### config.mk
export PLATFORM = sky130hd
export DESIGN_NAME = lottery_quantum_scheduler_flat
export DESIGN_NICKNAME = d
export VERILOG_FILES = /design/src/lqs_pkg.sv /design/src/lqs_channels.sv /design/src/lottery_quantum_scheduler.sv /design/src/flat_wrapper.sv
export SDC_FILE = /design/constraint.sdc
export NUM_CORES = 2
export LEC_CHECK = 0
export BUFFER_PORTS_ARGS = -buffer_cell sky130_fd_sc_hd__buf_2
export CAP_MARGIN = 20
export CORE_MARGIN = 10
export CORE_UTILIZATION = 45
export CTS_CLUSTER_DIAMETER = 30
export DETAILED_ROUTE_END_ITERATION = 12
export SYNTH_ARGS = -nofsm -noshare
export SYNTH_HDL_FRONTEND = slang
export SYNTH_SLANG_ARGS = --single-unit
export TNS_END_PERCENT = 30
### constraint.sdc
create_clock -name clock -period 11.8 [get_ports clock]
set_input_delay 0.59 -clock clock [delete_from_list [all_inputs] [get_ports clock]]
set_output_delay 0.59 -clock clock [all_outputs]
set_load 0.01 [all_outputs]
### src/lqs_pkg.sv
package lqs_pkg;

   localparam int TIME_W  = 24;
   localparam int ID_W    = 16;
   localparam int PRI_W   = 8;
   localparam int RAND_W  = 31;
   localparam int QUANT_W = 16;
   localparam int PCNT_W  = 5;
   localparam int DRAWN_W = 11;
   localparam int SLOT_W  = 4;
   localparam int KIND_W  = 2;
   localparam int CSR_A_W = 1;

   localparam logic [TIME_W-1:0] TIME_MAX = {TIME_W{1'b1}};

   localparam logic [KIND_W-1:0] KIND_LOAD = 2'd0;
   localparam logic [KIND_W-1:0] KIND_RAN  = 2'd1;
   localparam logic [KIND_W-1:0] KIND_IDLE = 2'd2;

   localparam logic [CSR_A_W-1:0] CSR_QUANTUM    = 1'b0;
   localparam logic [CSR_A_W-1:0] CSR_PROC_COUNT = 1'b1;

   localparam logic [QUANT_W-1:0] QUANTUM_RESET = 16'd10;
   localparam logic [PCNT_W-1:0]  PCOUNT_RESET  = 5'd16;

   typedef struct packed {
      logic [KIND_W-1:0]  kind;
      logic [SLOT_W-1:0]  winner_slot;
      logic [ID_W-1:0]    winner_id;
      logic [DRAWN_W-1:0] drawn_ticket;
      logic [QUANT_W-1:0] run_time;
      logic [TIME_W-1:0]  time_now;
      logic               first_run;
      logic [TIME_W-1:0]  latency;
      logic               finished;
      logic [TIME_W-1:0]  turnaround;
      logic [TIME_W-1:0]  waiting_time;
      logic               all_done;
   } rsp_type;

endpackage

### src/lqs_channels.sv
interface lqs_req_if import lqs_pkg::*; ();
   logic              valid;
   logic              ready;
   logic              mode;
   logic [SLOT_W-1:0] slot;
   logic [ID_W-1:0]   proc_id;
   logic [TIME_W-1:0] arrival_time;
   logic [TIME_W-1:0] burst_time;
   logic [PRI_W-1:0]  priority_req;
   logic [RAND_W-1:0] random_word;

   modport source (output valid, mode, slot, proc_id, arrival_time, burst_time,
                   priority_req, random_word, input ready);
   modport sink (input valid, mode, slot, proc_id, arrival_time, burst_time,
                 priority_req, random_word, output ready);
endinterface

interface lqs_rsp_if import lqs_pkg::*; ();
   logic               valid;
   logic               ready;
   logic [KIND_W-1:0]  kind;
   logic [SLOT_W-1:0]  winner_slot;
   logic [ID_W-1:0]    winner_id;
   logic [DRAWN_W-1:0] drawn_ticket;
   logic [QUANT_W-1:0] run_time;
   logic [TIME_W-1:0]  time_now;
   logic               first_run;
   logic [TIME_W-1:0]  latency;
   logic               finished;
   logic [TIME_W-1:0]  turnaround;
   logic [TIME_W-1:0]  waiting_time;
   logic               all_done;

   modport source (output valid, kind, winner_slot, winner_id, drawn_ticket, run_time,
                   time_now, first_run, latency, finished, turnaround, waiting_time,
                   all_done, input ready);
   modport sink (input valid, kind, winner_slot, winner_id, drawn_ticket, run_time,
                 time_now, first_run, latency, finished, turnaround, waiting_time,
                 all_done, output ready);
endinterface

### src/lottery_quantum_scheduler.sv
// Lottery scheduler with a time quantum. A load item (mode 0) writes one process
// slot in S_LDW and is then answered from S_RSP. A draw item (mode 1) walks the
// active slots once to admit arrivals, reduces the random word modulo the ticket
// pool with a one-bit-per-cycle restoring divider, walks the memory again for the
// ticket prefix sum and then updates the winner in S_RUN, S_ADV and S_OUT before
// S_RSP; its length is set by the single read port of the slot memory and the
// serial divider. A draw with all slots finished or no ticket to draw is answered
// as idle. One item is in work at a time; the result sits in an output register,
// so the next item is taken while it waits. Slot records live in a synchronous
// memory; arrived, finished and started flags are flip-flops cleared by reset.
module lottery_quantum_scheduler
   import lqs_pkg::*;
#(
   parameter int MAX_SLOTS   = 16,
   parameter int TICKET_BASE = 100
) (
   input  logic               clock,
   input  logic               reset,
   lqs_req_if.sink            req_ch,
   lqs_rsp_if.source          rsp_ch,
   input  logic               csr_we,
   input  logic [CSR_A_W-1:0] csr_index,
   input  logic [QUANT_W-1:0] csr_data
);

   localparam int SW = $clog2(MAX_SLOTS);
   localparam int NW = $clog2(MAX_SLOTS + 1);
   localparam int TW = $clog2(TICKET_BASE + 1);
   localparam int PW = $clog2(MAX_SLOTS * TICKET_BASE + 1);
   localparam int CW = $clog2(RAND_W);

   typedef struct packed {
      logic [ID_W-1:0]   ident;
      logic [TIME_W-1:0] arrival;
      logic [TIME_W-1:0] burst;
      logic [TIME_W-1:0] remaining;
      logic [TW-1:0]     tickets;
   } rec_type;

   typedef enum logic [8:0] {
      S_IDLE = 9'b000000001,
      S_LDW  = 9'b000000010,
      S_ARR  = 9'b000000100,
      S_DIV  = 9'b000001000,
      S_PFX  = 9'b000010000,
      S_RUN  = 9'b000100000,
      S_ADV  = 9'b001000000,
      S_OUT  = 9'b010000000,
      S_RSP  = 9'b100000000
   } state_type;

   rec_type mem [MAX_SLOTS];
   rec_type rd_ff;
   logic [SW-1:0] rd_addr;
   logic          wr_en;
   logic [SW-1:0] wr_addr;
   rec_type       wr_data;

   state_type state_ff, state_in;
   logic [MAX_SLOTS-1:0] arrived_ff, arrived_in;
   logic [MAX_SLOTS-1:0] finished_ff, finished_in;
   logic [MAX_SLOTS-1:0] started_ff, started_in;
   logic [TIME_W-1:0] clock_ff, clock_in;
   logic [PW-1:0] pool_ff, pool_in;
   logic [NW-1:0] fcount_ff, fcount_in;
   logic [QUANT_W-1:0] quantum_ff;
   logic [PCNT_W-1:0] pcount_ff;

   logic [NW-1:0] cnt_ff, cnt_in;
   logic          vld_ff, vld_in;
   logic [SW-1:0] idx_ff, idx_in;
   logic [CW-1:0] dcnt_ff, dcnt_in;
   logic [PW:0]   rem_ff, rem_in;
   logic [PW-1:0] sum_ff, sum_in;
   logic [SW-1:0] widx_ff, widx_in;
   rec_type       win_ff, win_in;

   logic [SW-1:0]     lslot_ff, lslot_in;
   rec_type           lrec_ff, lrec_in;
   logic [RAND_W-1:0] rw_ff, rw_in;

   rsp_type res_ff, res_in;
   rsp_type rsp_ff, rsp_in;
   logic    rsp_valid_ff, rsp_valid_in;

   logic [NW-1:0]     n_eff;
   logic              out_free;
   logic [PW:0]       rem_sh;
   logic [PW-1:0]     sum_nx;
   logic [TIME_W:0]   clk_sum;
   logic [TIME_W-1:0] clk_sat;
   logic [TIME_W-1:0] new_rem;
   logic [TIME_W-1:0] ta;
   logic [PRI_W-1:0]  tbase;

   assign n_eff = (int'(pcount_ff) > MAX_SLOTS) ? NW'(MAX_SLOTS) : NW'(pcount_ff);
   assign out_free = !rsp_valid_ff || rsp_ch.ready;
   assign req_ch.ready = (state_ff == S_IDLE);
   assign tbase = PRI_W'(TICKET_BASE);

   always_ff @(posedge clock) begin
      if (wr_en) begin
         mem[wr_addr] <= wr_data;
      end
      rd_ff <= mem[rd_addr];
   end

   always_comb begin
      state_in     = state_ff;
      arrived_in   = arrived_ff;
      finished_in  = finished_ff;
      started_in   = started_ff;
      clock_in     = clock_ff;
      pool_in      = pool_ff;
      fcount_in    = fcount_ff;
      cnt_in       = cnt_ff;
      vld_in       = 1'b0;
      idx_in       = idx_ff;
      dcnt_in      = dcnt_ff;
      rem_in       = rem_ff;
      sum_in       = sum_ff;
      widx_in      = widx_ff;
      win_in       = win_ff;
      lslot_in     = lslot_ff;
      lrec_in      = lrec_ff;
      rw_in        = rw_ff;
      res_in       = res_ff;
      rsp_in       = rsp_ff;
      rsp_valid_in = rsp_valid_ff && !rsp_ch.ready;
      rd_addr      = cnt_ff[SW-1:0];
      wr_en        = 1'b0;
      wr_addr      = widx_ff;
      wr_data      = win_ff;
      rem_sh       = {rem_ff[PW-1:0], rw_ff[RAND_W-1]};
      sum_nx       = sum_ff + PW'(rd_ff.tickets);
      clk_sum      = {1'b0, clock_ff} + (TIME_W+1)'(res_ff.run_time);
      clk_sat      = clk_sum[TIME_W] ? TIME_MAX : clk_sum[TIME_W-1:0];
      new_rem      = win_ff.remaining - TIME_W'(res_ff.run_time);
      ta           = clock_ff - win_ff.arrival;

      case (state_ff)
         S_IDLE: begin
            rd_addr = SW'(req_ch.slot);
            if (req_ch.valid) begin
               res_in = '0;
               lslot_in = SW'(req_ch.slot);
               rw_in = req_ch.random_word;
               lrec_in.ident = req_ch.proc_id;
               lrec_in.arrival = req_ch.arrival_time;
               lrec_in.burst = req_ch.burst_time;
               lrec_in.remaining = req_ch.burst_time;
               lrec_in.tickets = (req_ch.priority_req < tbase) ?
                                 TW'(tbase - req_ch.priority_req) : '0;
               if (!req_ch.mode) begin
                  res_in.kind = KIND_LOAD;
                  // slots beyond the table are acknowledged and dropped
                  state_in = (int'(req_ch.slot) < MAX_SLOTS) ? S_LDW : S_RSP;
               end else if (fcount_ff >= n_eff) begin
                  res_in.kind = KIND_IDLE;
                  state_in = S_RSP;
               end else begin
                  cnt_in = '0;
                  state_in = S_ARR;
               end
            end
         end
         S_LDW: begin
            if (arrived_ff[lslot_ff] && !finished_ff[lslot_ff]) begin
               pool_in = (pool_ff >= PW'(rd_ff.tickets)) ? pool_ff - PW'(rd_ff.tickets) : '0;
            end
            if (finished_ff[lslot_ff] && fcount_ff != '0) begin
               fcount_in = fcount_ff - 1'b1;
            end
            arrived_in[lslot_ff] = 1'b0;
            finished_in[lslot_ff] = 1'b0;
            started_in[lslot_ff] = 1'b0;
            wr_en = 1'b1;
            wr_addr = lslot_ff;
            wr_data = lrec_ff;
            state_in = S_RSP;
         end
         S_ARR: begin
            if (vld_ff && !arrived_ff[idx_ff] && rd_ff.arrival <= clock_ff) begin
               arrived_in[idx_ff] = 1'b1;
               pool_in = pool_ff + PW'(rd_ff.tickets);
            end
            if (cnt_ff < n_eff) begin
               vld_in = 1'b1;
               idx_in = cnt_ff[SW-1:0];
               cnt_in = cnt_ff + 1'b1;
            end else if (!vld_ff) begin
               rem_in = '0;
               dcnt_in = '0;
               if (pool_ff == '0) begin
                  clock_in = (clock_ff == TIME_MAX) ? clock_ff : clock_ff + 1'b1;
                  res_in.kind = KIND_IDLE;
                  state_in = S_RSP;
               end else begin
                  state_in = S_DIV;
               end
            end
         end
         S_DIV: begin
            rem_in = (rem_sh >= {1'b0, pool_ff}) ? rem_sh - {1'b0, pool_ff} : rem_sh;
            rw_in = {rw_ff[RAND_W-2:0], 1'b0};
            dcnt_in = dcnt_ff + 1'b1;
            if (dcnt_ff == CW'(RAND_W - 1)) begin
               cnt_in = '0;
               sum_in = '0;
               state_in = S_PFX;
            end
         end
         S_PFX: begin
            if (vld_ff && arrived_ff[idx_ff] && !finished_ff[idx_ff]) begin
               sum_in = sum_nx;
               if (sum_nx > rem_ff[PW-1:0]) begin
                  widx_in = idx_ff;
                  win_in = rd_ff;
                  state_in = S_RUN;
               end
            end
            if (state_in == S_PFX) begin
               if (cnt_ff < n_eff) begin
                  vld_in = 1'b1;
                  idx_in = cnt_ff[SW-1:0];
                  cnt_in = cnt_ff + 1'b1;
               end else if (!vld_ff) begin
                  clock_in = (clock_ff == TIME_MAX) ? clock_ff : clock_ff + 1'b1;
                  res_in.kind = KIND_IDLE;
                  state_in = S_RSP;
               end
            end
         end
         S_RUN: begin
            res_in.kind = KIND_RAN;
            res_in.winner_slot = SLOT_W'(widx_ff);
            res_in.winner_id = win_ff.ident;
            res_in.drawn_ticket = DRAWN_W'(rem_ff);
            res_in.run_time = (win_ff.remaining < TIME_W'(quantum_ff)) ?
                              QUANT_W'(win_ff.remaining) : quantum_ff;
            if (!started_ff[widx_ff]) begin
               started_in[widx_ff] = 1'b1;
               res_in.first_run = 1'b1;
               res_in.latency = clock_ff - win_ff.arrival;
            end
            state_in = S_ADV;
         end
         S_ADV: begin
            clock_in = clk_sat;
            win_in.remaining = new_rem;
            wr_en = 1'b1;
            wr_addr = widx_ff;
            wr_data = win_ff;
            wr_data.remaining = new_rem;
            if (new_rem == '0) begin
               finished_in[widx_ff] = 1'b1;
               pool_in = (pool_ff >= PW'(win_ff.tickets)) ? pool_ff - PW'(win_ff.tickets) : '0;
               fcount_in = fcount_ff + 1'b1;
               res_in.finished = 1'b1;
            end
            state_in = S_OUT;
         end
         S_OUT: begin
            if (res_ff.finished) begin
               res_in.turnaround = ta;
               res_in.waiting_time = (ta >= win_ff.burst) ? ta - win_ff.burst : '0;
            end
            state_in = S_RSP;
         end
         S_RSP: begin
            // hold until the output register is free
            if (out_free) begin
               rsp_in = res_ff;
               rsp_in.time_now = clock_ff;
               rsp_in.all_done = (fcount_ff >= n_eff);
               rsp_valid_in = 1'b1;
               state_in = S_IDLE;
            end
         end
         default: begin
            state_in = S_IDLE;
         end
      endcase
   end

   always_ff @(posedge clock) begin
      if (reset) begin
         state_ff     <= S_IDLE;
         arrived_ff   <= '0;
         finished_ff  <= '0;
         started_ff   <= '0;
         clock_ff     <= '0;
         pool_ff      <= '0;
         fcount_ff    <= '0;
         quantum_ff   <= QUANTUM_RESET;
         pcount_ff    <= PCOUNT_RESET;
         rsp_valid_ff <= 1'b0;
         vld_ff       <= 1'b0;
      end else begin
         state_ff     <= state_in;
         arrived_ff   <= arrived_in;
         finished_ff  <= finished_in;
         started_ff   <= started_in;
         clock_ff     <= clock_in;
         pool_ff      <= pool_in;
         fcount_ff    <= fcount_in;
         rsp_valid_ff <= rsp_valid_in;
         vld_ff       <= vld_in;
         if (csr_we) begin
            case (csr_index)
               CSR_QUANTUM:    quantum_ff <= csr_data;
               CSR_PROC_COUNT: pcount_ff <= csr_data[PCNT_W-1:0];
               default: begin
               end
            endcase
         end
      end
   end

   always_ff @(posedge clock) begin
      cnt_ff   <= cnt_in;
      idx_ff   <= idx_in;
      dcnt_ff  <= dcnt_in;
      rem_ff   <= rem_in;
      sum_ff   <= sum_in;
      widx_ff  <= widx_in;
      win_ff   <= win_in;
      lslot_ff <= lslot_in;
      lrec_ff  <= lrec_in;
      rw_ff    <= rw_in;
      res_ff   <= res_in;
      rsp_ff   <= rsp_in;
   end

   assign rsp_ch.valid        = rsp_valid_ff;
   assign rsp_ch.kind         = rsp_ff.kind;
   assign rsp_ch.winner_slot  = rsp_ff.winner_slot;
   assign rsp_ch.winner_id    = rsp_ff.winner_id;
   assign rsp_ch.drawn_ticket = rsp_ff.drawn_ticket;
   assign rsp_ch.run_time     = rsp_ff.run_time;
   assign rsp_ch.time_now     = rsp_ff.time_now;
   assign rsp_ch.first_run    = rsp_ff.first_run;
   assign rsp_ch.latency      = rsp_ff.latency;
   assign rsp_ch.finished     = rsp_ff.finished;
   assign rsp_ch.turnaround   = rsp_ff.turnaround;
   assign rsp_ch.waiting_time = rsp_ff.waiting_time;
   assign rsp_ch.all_done     = rsp_ff.all_done;

endmodule
### src/flat_wrapper.sv
// flat-port wrapper written by rule: the top's interface ports become plain ports
module lottery_quantum_scheduler_flat import lqs_pkg::*;
#(
   parameter int MAX_SLOTS   = 16,
   parameter int TICKET_BASE = 100
)
  (clock, reset, csr_we, csr_index, csr_data, req_ch_valid, req_ch_mode, req_ch_slot, req_ch_proc_id, req_ch_arrival_time, req_ch_burst_time, req_ch_priority_req, req_ch_random_word, req_ch_ready, rsp_ch_valid, rsp_ch_kind, rsp_ch_winner_slot, rsp_ch_winner_id, rsp_ch_drawn_ticket, rsp_ch_run_time, rsp_ch_time_now, rsp_ch_first_run, rsp_ch_latency, rsp_ch_finished, rsp_ch_turnaround, rsp_ch_waiting_time, rsp_ch_all_done, rsp_ch_ready);
  lqs_req_if req_ch_i ();
  lqs_rsp_if rsp_ch_i ();
  input  logic clock;
  input  logic reset;
  input  logic csr_we;
  input  logic [CSR_A_W-1:0] csr_index;
  input  logic [QUANT_W-1:0] csr_data;
  input wire logic [$bits(req_ch_i.valid)-1:0] req_ch_valid;
  input wire logic [$bits(req_ch_i.mode)-1:0] req_ch_mode;
  input wire logic [$bits(req_ch_i.slot)-1:0] req_ch_slot;
  input wire logic [$bits(req_ch_i.proc_id)-1:0] req_ch_proc_id;
  input wire logic [$bits(req_ch_i.arrival_time)-1:0] req_ch_arrival_time;
  input wire logic [$bits(req_ch_i.burst_time)-1:0] req_ch_burst_time;
  input wire logic [$bits(req_ch_i.priority_req)-1:0] req_ch_priority_req;
  input wire logic [$bits(req_ch_i.random_word)-1:0] req_ch_random_word;
  output wire logic [$bits(req_ch_i.ready)-1:0] req_ch_ready;
  output wire logic [$bits(rsp_ch_i.valid)-1:0] rsp_ch_valid;
  output wire logic [$bits(rsp_ch_i.kind)-1:0] rsp_ch_kind;
  output wire logic [$bits(rsp_ch_i.winner_slot)-1:0] rsp_ch_winner_slot;
  output wire logic [$bits(rsp_ch_i.winner_id)-1:0] rsp_ch_winner_id;
  output wire logic [$bits(rsp_ch_i.drawn_ticket)-1:0] rsp_ch_drawn_ticket;
  output wire logic [$bits(rsp_ch_i.run_time)-1:0] rsp_ch_run_time;
  output wire logic [$bits(rsp_ch_i.time_now)-1:0] rsp_ch_time_now;
  output wire logic [$bits(rsp_ch_i.first_run)-1:0] rsp_ch_first_run;
  output wire logic [$bits(rsp_ch_i.latency)-1:0] rsp_ch_latency;
  output wire logic [$bits(rsp_ch_i.finished)-1:0] rsp_ch_finished;
  output wire logic [$bits(rsp_ch_i.turnaround)-1:0] rsp_ch_turnaround;
  output wire logic [$bits(rsp_ch_i.waiting_time)-1:0] rsp_ch_waiting_time;
  output wire logic [$bits(rsp_ch_i.all_done)-1:0] rsp_ch_all_done;
  input wire logic [$bits(rsp_ch_i.ready)-1:0] rsp_ch_ready;
  assign req_ch_i.valid = req_ch_valid;
  assign req_ch_i.mode = req_ch_mode;
  assign req_ch_i.slot = req_ch_slot;
  assign req_ch_i.proc_id = req_ch_proc_id;
  assign req_ch_i.arrival_time = req_ch_arrival_time;
  assign req_ch_i.burst_time = req_ch_burst_time;
  assign req_ch_i.priority_req = req_ch_priority_req;
  assign req_ch_i.random_word = req_ch_random_word;
  assign req_ch_ready = req_ch_i.ready;
  assign rsp_ch_valid = rsp_ch_i.valid;
  assign rsp_ch_kind = rsp_ch_i.kind;
  assign rsp_ch_winner_slot = rsp_ch_i.winner_slot;
  assign rsp_ch_winner_id = rsp_ch_i.winner_id;
  assign rsp_ch_drawn_ticket = rsp_ch_i.drawn_ticket;
  assign rsp_ch_run_time = rsp_ch_i.run_time;
  assign rsp_ch_time_now = rsp_ch_i.time_now;
  assign rsp_ch_first_run = rsp_ch_i.first_run;
  assign rsp_ch_latency = rsp_ch_i.latency;
  assign rsp_ch_finished = rsp_ch_i.finished;
  assign rsp_ch_turnaround = rsp_ch_i.turnaround;
  assign rsp_ch_waiting_time = rsp_ch_i.waiting_time;
  assign rsp_ch_all_done = rsp_ch_i.all_done;
  assign rsp_ch_i.ready = rsp_ch_ready;
  lottery_quantum_scheduler #(.MAX_SLOTS(MAX_SLOTS), .TICKET_BASE(TICKET_BASE)) u_core (.clock(clock), .reset(reset), .req_ch(req_ch_i), .rsp_ch(rsp_ch_i), .csr_we(csr_we), .csr_index(csr_index), .csr_data(csr_data));
endmodule
==> metrics <==
syn avg cell area 12.31 um2; Crit Path Max Fanout 46; post-synthesis instance total 7,677; #FFs+latches synth approximately 2,200; P&R area growth vs syn 22.89%; PortBufs between 200 and 300; DR vias 65,725; WL final 282.6 mm; sequential area share after synthesis 0.6911; met2 WL 125.4 mm; Worst VDD drop about 0.22 mV; Wirelength per Cell approximately 25 um; Clk network pwr share 0.487; total grt overflow 0; net switching power 0.007395 W; CTS Buffer Depth 4; DR iter-0 viols 7,362; Clk Latency, worst-skew pair 990 ps; setup repair bufs after CTS 0; share of layout cells above drive strength 1 0.1485; die width 478.3 um; Synth cell types 90; Pwr Density approximately 230 nW/um2; most frequent cells in the layout edfxtp_1 (2,032), nand2_1 (1,945), clkbuf_16 (456); H-tree lvl count 5; placed cell area 99,120 um2; Max Cap Violations 0; TritonRoute pass-1 iters 8; WP data required 12,360 ps; switching share of power 0.2790; met3 wire len 27.33 mm; top sig layer met5; Remaining DRCs 0; CTS tree built; Final Setup Violations 0; Worst setup SP type flip-flop; CTS sink cnt around 2,200; highest clock rate 173.3 MHz; Metal-1 WL 120.8 mm; Pins Over Slew Limit 0; Initial Util 0.4514; Sum Neg Setup Slack 0 ps; die area 228,800 um2; min Tclk post-route around 5800 ps; initial antenna violation count 21; Final nets 8,564; Cell Rows 168; synth top area cells edfxtp_1 (65%), nand2_1 (7.7%), dfxtp_1 (4.6%); post-route cell area 116,100 um2; RSZ-0062 raised after global routing false; Top FF cell, synth edfxtp_1; final hold vios 0; gr usage total 0.2375; combinational share of power 0.154; vias in the first global route 63,529; Placer Congestion 0.8992; num ports 280; # fillers 17,020; Post-synth EDFFs 2,032; Detail Route Antenna Nets 0; mapped cell area roughly 95,000 um2; largest net degree at the start of global routing 207; share of the synthesized area in the top cell type 0.6456; Post-synth ARST share 0; Core Box Area 209,400 um2; Leak Pwr 42.58 nW; number of synthesis warnings 0; class of the most critical setup path flip-flop to flip-flop; cell type with the largest total area after synthesis edfxtp_1; first-pass GRT wire length 416.1 mm; Clock Pin Slew Worst Setup and Hold Paths 50 ps; clock skew 93.00 ps; DR vias/cell about 5.7; chip height 478.3 um; sequential group share of total power 0.359; type of the worst min-delay path input port to flip-flop; CTS resizes 0; max_slew headroom 0.1988; clock buffer count from CTS 452; Root Buffer clkbuf_16; Tcrit/Tclk final 0.4890; Int Pwr 0.01911 W; WP data arrival 6330 ps; post-DP HPWL 162.0 mm; critical path capture point type flip-flop; most common cell after layout, fill and taps aside edfxtp_1; status finished clean; Mapped Nets 8,002; Least-Margin Pin Slew roughly 1200 ps
## registers in the layout, indices dropped and copies added (netlist names), 16 cells and up
register                    count
u_core.rw_ff                   31
u_core.win_ff                  95
u_core.rsp_ch.run_time         16
u_core.rd_ff                   95
u_core.lrec_ff                 71
u_core.rsp_ch.latency          24
u_core.rsp_ch.winner_id        16
u_core.rsp_ch.time_now         24
u_core.rsp_ch.waiting_time     24
u_core.started_ff              16
u_core.clock_ff                24
u_core.mem                   1520
u_core.rsp_ch.turnaround       24
u_core.quantum_ff              16
u_core.finished_ff             16
u_core.res_ff                 123
u_core.arrived_ff              16
## per-stage QoR
| step | cells | hold WS (ps) | setup slack [ps] | total power [W] | util |
|---|---|---|---|---|---|
| floorplan | 7677 | 385.5 | 3132 | 0.01224 | - |
| global placement | 10456 | 386.7 | 6154 | 0.01359 | 0.4734 |
| detailed placement | 10458 | 388.7 | 6093 | 0.01364 | 0.4734 |
| CTS | 11421 | 6.524 | 6068 | 0.02660 | 0.5544 |
| global route | 11428 | 50.52 | 5576 | 0.02746 | 0.5547 |
| finish | 11433 | 67.60 | 6030 | 0.02650 | 0.5548 |
## final timing paths
| check | start | end | slack [ps] | cells past startpoint |
|---|---|---|---|---|
| worst min register to register | u_core.res_ff[25]$_SDFFCE_PN0P_ | u_core.rsp_ch.turnaround[0]$_DFFE_PP_ | 370 | 0 |
| worst min-delay path | reset | u_core.quantum_ff[6]$_SDFFE_PP0P_ | 70 | 2 |
| worst max register to register | u_core.state_ff[2]$_SDFFE_PP0P_ | u_core.mem[13][62]$_DFFE_PP_ | 6030 | 9 |
| worst max-delay path | u_core.state_ff[2]$_SDFFE_PP0P_ | u_core.mem[13][62]$_DFFE_PP_ | 6030 | 9 |
## cells in the mapped netlist (28+ instances only)
master       n
a22oi_1     28
and2_1      47
edfxtp_1  2032
nand2b_1    30
nand4_1     37
a21oi_1    313
a311oi_1   195
nor3_1      73
buf_1       38
a211oi_1   125
a21o_1      63
a31oi_1    210
xnor2_1     49
xor2_1      41
nand3_1    288
inv_1      229
dfxtp_1    215
and3_1     301
nor2_1     271
clkbuf_1   305
nand2_1   1946
ha_1       185
o21ai_0    144
buf_2       92
nor2b_1     38
mux2i_1     31
## layer usage
metal | vias up | global-route usage
li1 | 29522 | -
met4 | 10 | 0.08227
met2 | 3110 | 0.3574
met1 | 32565 | 0.3404
met3 | 518 | 0.05191
met5 | - | 0
## worst max-delay path, stage by stage (launching register included)
cell and delay [ps]:
dfxtp_1 350, or4_1 670, nor4_1 480, nand3b_1 150, buf_4 310, nor3b_1 710, a21oi_1 380, nor2_4 680
buf_4 730, buf_4 840
## logic make-up (layout without fill, tap and decap cells)
logic type | Yosys count | after routing | synth area share
xor+xnor | 90 | 90 | 0.008340
compound gates | 1282 | 1282 | 0.09105
other cells | 0 | 7 | 0
mux | 61 | 61 | 0.009598
fa+ha+maj | 195 | 195 | 0.02661
flops | 2247 | 2247 | 0.6911
simple gates | 3132 | 3132 | 0.1452
buf+inv | 670 | 1614 | 0.02808
## layout make-up
type	instances	area [um2]	area share
flip-flops and latches	2247	65320	0.5624
multi-input cells	4760	26800	0.2307
repair buffers	548	3949	0.03400
diodes	7	17.52	0.0001508
clock inverters	317	3742	0.03222
well taps	2805	3510	0.03022
clock buffers	519	11940	0.1028
inverters	230	868.3	0.007476
## power by group through the flow
stage	logic, W	clock network, W	registers (W)
3_5_place_dp	0.00401	0	0.00962
4_1_cts	0.00407	0.0130	0.00948
2_1_floorplan	0.00286	0	0.00939
5_1_grt	0.00450	0.0135	0.00950
3_3_place_gp	0.00397	0	0.00962
6_report	0.00409	0.0129	0.00950
## repair_timing
action	4_1_cts	5_1_grt
hold endpoints to repair	128	0
endpoints found under the setup margin	0	0
hold buffers	127	0
Power figures use the tool's default switching activity.
